[src/sv/rccd_pkg.sv]
// ----------------------------------------------------------------------------
// rccd_pkg
// Shared types and constants of the RGB color change detector.
// ----------------------------------------------------------------------------
package rccd_pkg;

   localparam int SampleWidth   = 16;
   localparam int NumChannels   = 3;
   localparam int HistoryDepth  = 4;
   localparam int WeightWidth   = 4;
   localparam int ConfWidth     = 6;
   localparam int CountWidth    = 8;
   localparam int CsrAddrWidth  = 5;
   localparam int CsrDataWidth  = 32;
   localparam int ReqDataWidth  = NumChannels * SampleWidth;
   localparam int RspDataWidth  = 16;

   // channel order inside the request word and the changed vector
   localparam int ChanRed   = 0;
   localparam int ChanGreen = 1;
   localparam int ChanBlue  = 2;

   typedef enum logic [2:0] {
      RegThreshold = 3'd0,
      RegConfLimit = 3'd1,
      RegRedWeight = 3'd2,
      RegGrnWeight = 3'd3,
      RegBluWeight = 3'd4,
      RegFinish    = 3'd5
   } reg_index_type;

   typedef struct packed {
      logic [SampleWidth-1:0] threshold;
      logic [ConfWidth-1:0]   score_limit;
      logic [WeightWidth-1:0] red_weight;
      logic [WeightWidth-1:0] green_weight;
      logic [WeightWidth-1:0] blue_weight;
      logic [CountWidth-1:0]  finish_count;
   } cfg_type;

   localparam cfg_type CfgReset = '{
      threshold:    SampleWidth'(512),
      score_limit:  ConfWidth'(2),
      red_weight:   WeightWidth'(1),
      green_weight: WeightWidth'(1),
      blue_weight:  WeightWidth'(1),
      finish_count: CountWidth'(3)
   };

   // result word, reaction_active in bit 0
   typedef struct packed {
      logic [ConfWidth-1:0]  confidence;
      logic                  finished;
      logic [CountWidth-1:0] change_count;
      logic                  reaction_active;
   } rsp_word_type;

   typedef struct packed {
      logic done;
      logic warm;
   } core_status_type;

endpackage

[src/sv/rccd_csr.sv]
// ----------------------------------------------------------------------------
// rccd_csr
// Configuration register file behind the APB-style port.
// ----------------------------------------------------------------------------
module rccd_csr (
   input  logic                                clock,
   input  logic                                reset,
   input  logic                                csr_psel,
   input  logic                                csr_penable,
   input  logic                                csr_pwrite,
   input  logic [rccd_pkg::CsrAddrWidth-1:0]   csr_paddr,
   input  logic [rccd_pkg::CsrDataWidth-1:0]   csr_pwdata,
   output logic [rccd_pkg::CsrDataWidth-1:0]   csr_prdata,
   output logic                                csr_pready,
   output rccd_pkg::cfg_type                   cfg
);
   import rccd_pkg::*;

   cfg_type       cfg_ff;
   cfg_type       cfg_in;
   logic          wr_en;
   reg_index_type reg_idx;

   assign wr_en      = csr_psel & csr_penable & csr_pwrite;
   assign reg_idx    = reg_index_type'(csr_paddr[CsrAddrWidth-1:2]);
   assign csr_pready = 1'b1;
   assign cfg        = cfg_ff;

   always_comb begin
      cfg_in = cfg_ff;
      if (wr_en) begin
         unique case (reg_idx)
            RegThreshold: cfg_in.threshold    = csr_pwdata[SampleWidth-1:0];
            RegConfLimit: cfg_in.score_limit  = csr_pwdata[ConfWidth-1:0];
            RegRedWeight: cfg_in.red_weight   = csr_pwdata[WeightWidth-1:0];
            RegGrnWeight: cfg_in.green_weight = csr_pwdata[WeightWidth-1:0];
            RegBluWeight: cfg_in.blue_weight  = csr_pwdata[WeightWidth-1:0];
            RegFinish:    cfg_in.finish_count = csr_pwdata[CountWidth-1:0];
            default:      cfg_in = cfg_ff;
         endcase
      end
   end

   always_comb begin
      unique case (reg_idx)
         RegThreshold: csr_prdata = CsrDataWidth'(cfg_ff.threshold);
         RegConfLimit: csr_prdata = CsrDataWidth'(cfg_ff.score_limit);
         RegRedWeight: csr_prdata = CsrDataWidth'(cfg_ff.red_weight);
         RegGrnWeight: csr_prdata = CsrDataWidth'(cfg_ff.green_weight);
         RegBluWeight: csr_prdata = CsrDataWidth'(cfg_ff.blue_weight);
         RegFinish:    csr_prdata = CsrDataWidth'(cfg_ff.finish_count);
         default:      csr_prdata = '0;
      endcase
   end

   always_ff @(posedge clock) begin
      if (reset) begin
         cfg_ff <= CfgReset;
      end else begin
         cfg_ff <= cfg_in;
      end
   end

endmodule

[src/sv/rccd_channel.sv]
// ----------------------------------------------------------------------------
// rccd_channel
// One color channel: latched sample, sample history and change compare.
// ----------------------------------------------------------------------------
module rccd_channel #(
   parameter int HISTORY_DEPTH = rccd_pkg::HistoryDepth
) (
   input  logic                               clock,
   input  logic                               reset,
   input  logic                               shift_en,
   input  logic                               sample_valid,
   input  logic [rccd_pkg::SampleWidth-1:0]   sample,
   input  logic [rccd_pkg::SampleWidth-1:0]   threshold,
   output logic                               changed
);
   import rccd_pkg::*;

   // the oldest entry is compared with the new sample before a shift drops it
   localparam int HistLen = HISTORY_DEPTH - 1;

   logic [SampleWidth-1:0] latched_ff;
   logic [SampleWidth-1:0] latched_in;
   logic [SampleWidth-1:0] hist_ff [HistLen];
   logic [SampleWidth-1:0] oldest;
   logic [SampleWidth-1:0] diff;

   assign latched_in = sample_valid ? sample : latched_ff;
   assign oldest     = hist_ff[HistLen-1];
   assign diff       = (latched_in > oldest) ? (latched_in - oldest) : (oldest - latched_in);
   assign changed    = diff > threshold;

   always_ff @(posedge clock) begin
      if (reset) begin
         latched_ff <= '0;
      end else if (shift_en) begin
         latched_ff <= latched_in;
      end
   end

   // history holds written entries only by the time it is compared
   always_ff @(posedge clock) begin
      if (shift_en) begin
         hist_ff[0] <= latched_in;
         for (int i = 1; i < HistLen; i++) begin
            hist_ff[i] <= hist_ff[i-1];
         end
      end
   end

endmodule

[src/sv/rccd_core.sv]
// ----------------------------------------------------------------------------
// rccd_core
// Confidence score, warm-up, change count and reaction/finish flags.
// ----------------------------------------------------------------------------
module rccd_core #(
   parameter int HISTORY_DEPTH = rccd_pkg::HistoryDepth
) (
   input  logic                                 clock,
   input  logic                                 reset,
   input  logic                                 fire,
   input  logic [rccd_pkg::NumChannels-1:0]     changed,
   input  rccd_pkg::cfg_type                    cfg,
   output rccd_pkg::rsp_word_type               result,
   output rccd_pkg::core_status_type            status
);
   import rccd_pkg::*;

   localparam int WarmWidth = $clog2(HISTORY_DEPTH);
   localparam logic [WarmWidth-1:0] WarmSat = WarmWidth'(HISTORY_DEPTH - 1);

   logic [WarmWidth-1:0]  warm_ff, warm_in;
   logic [ConfWidth-1:0]  prev_ff, prev_in;
   logic [CountWidth-1:0] count_ff, count_in;
   logic                  flag_ff, flag_in;
   logic                  done_ff, done_in;
   logic [ConfWidth-1:0]  conf;
   logic [ConfWidth-1:0]  red_part, green_part, blue_part;
   logic                  warm;

   assign warm = (warm_ff == WarmSat);

   assign red_part   = changed[ChanRed]   ? ConfWidth'(cfg.red_weight)   : '0;
   assign green_part = changed[ChanGreen] ? ConfWidth'(cfg.green_weight) : '0;
   assign blue_part  = changed[ChanBlue]  ? ConfWidth'(cfg.blue_weight)  : '0;
   assign conf       = red_part + green_part + blue_part;

   always_comb begin
      warm_in  = warm_ff;
      prev_in  = prev_ff;
      count_in = count_ff;
      flag_in  = flag_ff;
      done_in  = done_ff;
      result.confidence = '0;
      if (!done_ff) begin
         if (!warm) begin
            warm_in = warm_ff + 1'b1;
         end else begin
            result.confidence = conf;
            if (conf > cfg.score_limit) begin
               flag_in  = 1'b0;
               count_in = count_ff + 1'b1;
               done_in  = count_in >= cfg.finish_count;
            end
            // drop rule beats a change in the same word unless done_in is set
            if (!done_in) begin
               if (conf < prev_ff) begin
                  flag_in  = 1'b1;
                  count_in = '0;
               end
               prev_in = conf;
            end
         end
      end
      result.reaction_active = flag_in;
      result.change_count    = count_in;
      result.finished        = done_in;
   end

   assign status.done = done_ff;
   assign status.warm = warm;

   always_ff @(posedge clock) begin
      if (reset) begin
         warm_ff  <= '0;
         prev_ff  <= '0;
         count_ff <= '0;
         flag_ff  <= 1'b1;
         done_ff  <= 1'b0;
      end else if (fire) begin
         warm_ff  <= warm_in;
         prev_ff  <= prev_in;
         count_ff <= count_in;
         flag_ff  <= flag_in;
         done_ff  <= done_in;
      end
   end

endmodule

[src/sv/rgb_color_change_detector_unit.sv]
// ----------------------------------------------------------------------------
// rgb_color_change_detector_unit
// Watches an RGB sensor stream and flags color changes by weighted channel
// differences against a sample three words back.
// ----------------------------------------------------------------------------
// Use:
//   req_* carries one sensor word: red, green, blue counts in tdata and the
//   sample valid flag in tuser (0 reuses the last latched sample).
//   rsp_* returns exactly one result word per request word, in order:
//   reaction flag, change count, finished flag and this word's confidence.
//   csr_* is an APB-style register port, pready always high, registers at
//   byte address 4*i; write it only while no word is in flight.
// Path: a word accepted into the input register is scored and written to the
//   output register once that register is free; rsp_tvalid then rises.
// Throughput: one word per cycle while rsp_tready is high. The input
//   register feeds one pass of compare and score logic into the output
//   register; state advances as the word moves from one to the other.
// Stall: while rsp_tready is low a full output register holds; an empty
//   input register still takes one more word, then req_tready drops.
// Reset: both registers empty, history warm-up restarts, reaction flag set,
//   count and finished cleared, registers back to their defaults.
// ----------------------------------------------------------------------------
module rgb_color_change_detector_unit #(
   parameter int HISTORY_DEPTH = rccd_pkg::HistoryDepth
) (
   input  logic                                clock,
   input  logic                                reset,
   // request: red [15:0], green [31:16], blue [47:32]
   input  logic [rccd_pkg::ReqDataWidth-1:0]   req_tdata,
   // request: sample_valid [0]
   input  logic                                req_tuser,
   input  logic                                req_tvalid,
   output logic                                req_tready,
   // result: reaction_active [0], change_count [8:1], finished [9],
   //         confidence [15:10]
   output logic [rccd_pkg::RspDataWidth-1:0]   rsp_tdata,
   output logic                                rsp_tvalid,
   input  logic                                rsp_tready,
   input  logic                                csr_psel,
   input  logic                                csr_penable,
   input  logic                                csr_pwrite,
   input  logic [rccd_pkg::CsrAddrWidth-1:0]   csr_paddr,
   input  logic [rccd_pkg::CsrDataWidth-1:0]   csr_pwdata,
   output logic [rccd_pkg::CsrDataWidth-1:0]   csr_prdata,
   output logic                                csr_pready
);
   import rccd_pkg::*;

   cfg_type                 cfg;
   rsp_word_type            result;
   core_status_type         status;

   logic                    in_valid_ff;
   logic [ReqDataWidth-1:0] in_data_ff;
   logic                    in_user_ff;
   logic                    out_valid_ff;
   rsp_word_type            out_data_ff;

   logic                    out_free;
   logic                    advance;
   logic                    shift_en;
   logic [NumChannels-1:0]  changed;

   // output register is free when empty or being drained this cycle
   assign out_free   = !out_valid_ff || rsp_tready;
   assign advance    = in_valid_ff && out_free;
   assign req_tready = !in_valid_ff || out_free;
   // freeze history once finished
   assign shift_en   = advance && !status.done;

   assign rsp_tvalid = out_valid_ff;
   assign rsp_tdata  = out_data_ff;

   rccd_csr u_csr (
      .clock       (clock),
      .reset       (reset),
      .csr_psel    (csr_psel),
      .csr_penable (csr_penable),
      .csr_pwrite  (csr_pwrite),
      .csr_paddr   (csr_paddr),
      .csr_pwdata  (csr_pwdata),
      .csr_prdata  (csr_prdata),
      .csr_pready  (csr_pready),
      .cfg         (cfg)
   );

   for (genvar c = 0; c < NumChannels; c++) begin : g_chan
      rccd_channel #(
         .HISTORY_DEPTH (HISTORY_DEPTH)
      ) u_channel (
         .clock        (clock),
         .reset        (reset),
         .shift_en     (shift_en),
         .sample_valid (in_user_ff),
         .sample       (in_data_ff[c*SampleWidth +: SampleWidth]),
         .threshold    (cfg.threshold),
         .changed      (changed[c])
      );
   end

   rccd_core #(
      .HISTORY_DEPTH (HISTORY_DEPTH)
   ) u_core (
      .clock   (clock),
      .reset   (reset),
      .fire    (advance),
      .changed (changed),
      .cfg     (cfg),
      .result  (result),
      .status  (status)
   );

   // input register: take a word whenever the slot frees up
   always_ff @(posedge clock) begin
      if (reset) begin
         in_valid_ff <= 1'b0;
      end else if (req_tready) begin
         in_valid_ff <= req_tvalid;
      end
   end

   always_ff @(posedge clock) begin
      if (req_tready && req_tvalid) begin
         in_data_ff <= req_tdata;
         in_user_ff <= req_tuser;
      end
   end

   // output register: hold while the receiver stalls
   always_ff @(posedge clock) begin
      if (reset) begin
         out_valid_ff <= 1'b0;
      end else if (out_free) begin
         out_valid_ff <= advance;
      end
   end

   always_ff @(posedge clock) begin
      if (advance) begin
         out_data_ff <= result;
      end
   end

`ifndef NO_ASSERTIONS
   a_done_sticky: assert property (@(posedge clock) disable iff (reset)
      status.done |=> status.done)
      else $error("finished state left without reset");

   a_done_frozen: assert property (@(posedge clock) disable iff (reset)
      (advance && status.done) |-> (result.finished && result.confidence == '0))
      else $error("finished block produced a live result");

   a_warm_conf: assert property (@(posedge clock) disable iff (reset)
      (advance && result.confidence != '0) |-> status.warm)
      else $error("nonzero confidence during warm-up");

   a_no_overrun: assert property (@(posedge clock) disable iff (reset)
      (in_valid_ff && out_valid_ff && !rsp_tready) |-> !req_tready)
      else $error("input register would be overwritten while stalled");
`endif

endmodule

[config.mk]
export PLATFORM = sky130hd
export DESIGN_NAME = rgb_color_change_detector_unit
export DESIGN_NICKNAME = d
export VERILOG_FILES = /design/src/sv/rccd_pkg.sv /design/src/sv/rccd_csr.sv /design/src/sv/rccd_channel.sv /design/src/sv/rccd_core.sv /design/src/sv/rgb_color_change_detector_unit.sv
export SDC_FILE = /design/constraint.sdc
export NUM_CORES = 1
export LEC_CHECK = 0
export BUFFER_PORTS_ARGS = -buffer_cell sky130_fd_sc_hd__buf_2
export CAP_MARGIN = 20
export CORE_ASPECT_RATIO = 2
export CORE_UTILIZATION = 50
export CTS_BUF_LIST = sky130_fd_sc_hd__clkbuf_16
export DETAILED_ROUTE_END_ITERATION = 8
export PLACE_DENSITY = 0.68
export SYNTH_ARGS = -nofsm -noshare
export SYNTH_HDL_FRONTEND = slang
export SYNTH_SLANG_ARGS = --single-unit
[constraint.sdc]
create_clock -name clock -period 14.5 [get_ports clock]
set_input_delay 2.175 -clock clock [delete_from_list [all_inputs] [get_ports clock]]
set_output_delay 2.175 -clock clock [all_outputs]
set_load 0.02 [all_outputs]
==> metrics list <==
- Final number of max-transition violations: 0
- Row count: 97
- The endpoint identified for the worst register-to-register timing path is u_core.count_ff[0].
- Synthesis produced a netlist whose cell count is around 1700.
- In this design, the stage delay of the slowest critical-path cell is 0.84 ns.
* Top Ports: between 100 and 150
- Setup slack on the critical path of the routed design comes to 4.38 ns.
* Tightest Pin Transition: between 1 and 1.5 ns
- Worst Path Class, Setup: register to register
- In this run the standard cell core region covers ~35000 um^2.
- Number of failing setup endpoints in the final timing report: 0
- STA classifies the critical path endpoint as a register.
- Clock buffers created by TritonCTS: 30
- Number of library cell types mapped by synthesis: between 70 and 80
- Post-DR wirelength/cell: around 18 um
* Overflow left after global routing: 0
* Clock tree from TritonCTS: built
- Worst path arrival time: ~11 ns
- Via count of the routed design: 12800
* Unrepaired setup endpoints after global routing: no
- The HPWL after detailed placement is 29900 um.
* Hold Path Class: register to register
- Number of resized instances in the post-cts repair step: 0
- Dividing total power by cell area gives a power density of about 120 nW/um^2.
- After filler insertion, the fill cell instance count of the layout stands at 3138.
* Launch instance of the worst register-to-register path: in_user_ff
- Flip-flop and latch count after synthesis: 319
* Detailed Routing Iterations Pass 1: 5
* Commonest cells after routing, fill and taps aside: sky130_fd_sc_hd__edfxtp_1, sky130_fd_sc_hd__inv_1, sky130_fd_sc_hd__ha_1
- The worst register-to-register path has a depth of 34.
* Cell area after placement: ~19000 um^2
- After synthesis, the share of flip-flops with an asynchronous set or reset is 0.
- Final hold violation count: 0
- Req. time, crit path: roughly 15 ns
- The clock passes through at most 3 buffers.
- Slowest cell on the critical path: sky130_fd_sc_hd__o22a_1
- For hold timing, the worst endpoint is g_chan[0].u_channel.hist_ff[0][40].
* First DRT Iteration DRCs: 603
- Vias in the first global route: around 13000
- The design draws 2.35 mW.
- Maximum number of pins on one net before global-route repair: 165
* Antenna diode count: 0
- Minimum clock period: slightly above 10 ns
* DIE HEIGHT: 270 um
- In this run the cell area of the synthesized design comes to between 15000 and 20000 um^2.
- The library cell used most frequently in the layout, excluding fill and tap cells, is sky130_fd_sc_hd__edfxtp_1.
- The die covers approximately 37000 um^2.
* All-layer global routing usage: 0.232
- The first global-routing pass estimated 66700 um of wire.
- For this run, the number of Yosys warnings is 0.
- Die width: around 140 um
- Setup bufs post-CTS: 0
- Total non-filler cell area in the finished layout: 19700 um^2
- Fraction of final layout cells sized beyond drive strength 1: 0.107
- Peak supply drop: approximately 0.00010 V
- For this configuration, the core starts out at a cell density of 0.510.
* Root Buffer: sky130_fd_sc_hd__clkbuf_16
- Reg-to-reg setup timing slack: 4.38 ns
* Share of the core filled with cells in the final layout: 0.559
- Using the TritonRoute via totals, the vias-per-cell ratio works out to ~5.7.
* Clock insertion delay at the later pin of the skew report: 0.58 ns
- Max-capacitance violation count: 0
- Hold depth: 0
- Worst slack, placed: approximately 4.3 ns
- Relative to the synthesized area, the layout overhead comes to 9.54%.
* Register area share after synthesis: 0.472
- Accumulated negative setup slack: 0 ns
- Fraction of the cycle the final worst path needs: 0.698
- Hold is met by between 0.4 and 0.5 ns.
* Worst relative slew slack: 0.325
* Category of the worst setup path launch point: register
- Number of clock sinks seen by CTS: ~320
- Nets: a little over 2000
* Final GP Congestion: approximately 0.9
* Top flip-flop cell by instance count after synthesis: sky130_fd_sc_hd__edfxtp_1
- After clock tree synthesis, the clock-pin slew on the worst setup and hold paths is roughly 0.070 ns.
* Critical path's most frequent cell: sky130_fd_sc_hd__ha_1
- Start point of the worst min-delay path: g_chan[0].u_channel.hist_ff[0][24]
* Worst setup path start: in_user_ff
* Number of antenna violations at the first check in global routing: 1
* CTS Hold Buffers Added: 0
- Top fanout value on the critical path: 48
* Maximum clock rate: between 90 and 100 MHz
- Counting flops with a built-in enable in the synthesized netlist gives about 210.
* Number of non-filler instances in the completed layout: 2245
* Syn avg cell area: ~11 um^2
- Final routed DRC violation total: 0
- Standby leakage power: roughly 8.3 nW
- The run finished with clean final reports.
- Count of antenna-violating nets left after detailed routing: 0
* Number of instances in the placed design: about 2200
- In this run the tool buffered the top-level ports with around 110 buffer cells.
* Layout Skew: 0.0126 ns
* Final routed wirelength across all metal layers: between 40000 and 50000 um
- CTS built an H-tree with a depth of 1.
power by group:
group	internal, mW	switching [mW]	total, mW
combinational	0.206	0.323	0.529
clock	0.437	0.358	0.794
sequential	1.01	0.0153	1.03
total	1.66	0.696	2.35
worst max path at each step:
| stage | end | slack [ns] | cells after the start |
|---|---|---|---|
| after floorplan | u_core.count_ff[0] | 6.39 | 37 |
| after CTS | u_core.count_ff[0] | 4.29 | 34 |
| after global routing | u_core.count_ff[0] | 3.65 | 34 |
| after detailed placement | u_core.count_ff[0] | 4.34 | 33 |
| after global placement | u_core.count_ff[0] | 4.43 | 34 |
| final | u_core.count_ff[0] | 4.38 | 34 |
cell usage after synthesis, types with 9 or more instances:
library cell,number,area share
sky130_fd_sc_hd__mux2i_1,99,0.055
sky130_fd_sc_hd__ha_1,165,0.12
sky130_fd_sc_hd__a21o_1,42,0.018
sky130_fd_sc_hd__a31oi_1,15,0.0052
sky130_fd_sc_hd__dfxtp_1,110,0.12
sky130_fd_sc_hd__o21a_1,24,0.010
sky130_fd_sc_hd__buf_1,10,0.0021
sky130_fd_sc_hd__nand2_1,99,0.021
sky130_fd_sc_hd__xnor2_1,33,0.016
sky130_fd_sc_hd__nor2b_1,22,0.0077
sky130_fd_sc_hd__buf_2,18,0.0050
sky130_fd_sc_hd__clkbuf_1,34,0.0071
sky130_fd_sc_hd__nand4_1,16,0.0056
sky130_fd_sc_hd__o21ai_0,54,0.015
sky130_fd_sc_hd__nor3_1,27,0.0075
sky130_fd_sc_hd__xor2_1,21,0.010
sky130_fd_sc_hd__nand3_1,24,0.0067
sky130_fd_sc_hd__inv_1,162,0.034
sky130_fd_sc_hd__and3_1,11,0.0038
sky130_fd_sc_hd__a211oi_1,59,0.025
sky130_fd_sc_hd__fa_1,11,0.012
sky130_fd_sc_hd__mux2_2,9,0.0056
sky130_fd_sc_hd__nor2_1,150,0.031
sky130_fd_sc_hd__edfxtp_1,209,0.35
sky130_fd_sc_hd__buf_4,23,0.0096
sky130_fd_sc_hd__nand2b_1,12,0.0042
sky130_fd_sc_hd__o211ai_1,9,0.0038
sky130_fd_sc_hd__and2_1,19,0.0066
sky130_fd_sc_hd__a21oi_1,108,0.030
flip-flops by register name (all words and copies together), names as in the netlist, 2 cells and up:
signal                       cells
g_chan.u_channel.hist_ff       144
g_chan.u_channel.latched_ff     48
in_data_ff                      48
u_csr.cfg                       42
rsp_tdata                       16
u_core.count_ff                  8
u_core.prev_ff                   6
u_core.warm_ff                   2
cell type report:
| type | count | area (um^2) | share of cell area |
|---|---|---|---|
| inverters | 163 | 612 | 0.0311 |
| well taps | 445 | 557 | 0.0283 |
| multi-input cells | 1145 | 8410 | 0.427 |
| clock inverters | 24 | 186 | 0.00948 |
| clock buffers | 32 | 801 | 0.0407 |
| repair buffers | 117 | 623 | 0.0317 |
| flip-flops and latches | 319 | 8480 | 0.431 |
per-layer routing:
| metal | up-vias | wire [um] | GRT usage |
|---|---|---|---|
| met5 | - | 11 | 0 |
| met2 | 354 | 21700 | 0.425 |
| met4 | 2 | 2370 | 0.132 |
| met3 | 126 | 1700 | 0.0227 |
| met1 | 6147 | 15500 | 0.256 |
| li1 | 6179 | - | - |
logic make-up after synthesis:
logic type / after synthesis / synth area share
AO/OA/AOI/OAI: 382 / 0.141
XOR/XNOR: 54 / 0.0263
adder cells (fa/ha/maj): 176 / 0.127
buffers and inverters: 256 / 0.0634
flip-flops: 319 / 0.472
multiplexers: 112 / 0.0634
other: 2 / 0.000418
AND/OR/NAND/NOR: 404 / 0.106
critical path: cells and delay by family, from the launching register on:
kind            cells  cell delay, ns
compound gates     14            4.29
xor+xnor            2            0.46
fa+ha+maj           7            2.38
buf+inv             4            0.90
flops               1            0.32
mux                 2            0.66
simple gates        5            0.91
No activity file was read; power rests on OpenSTA's default activity.
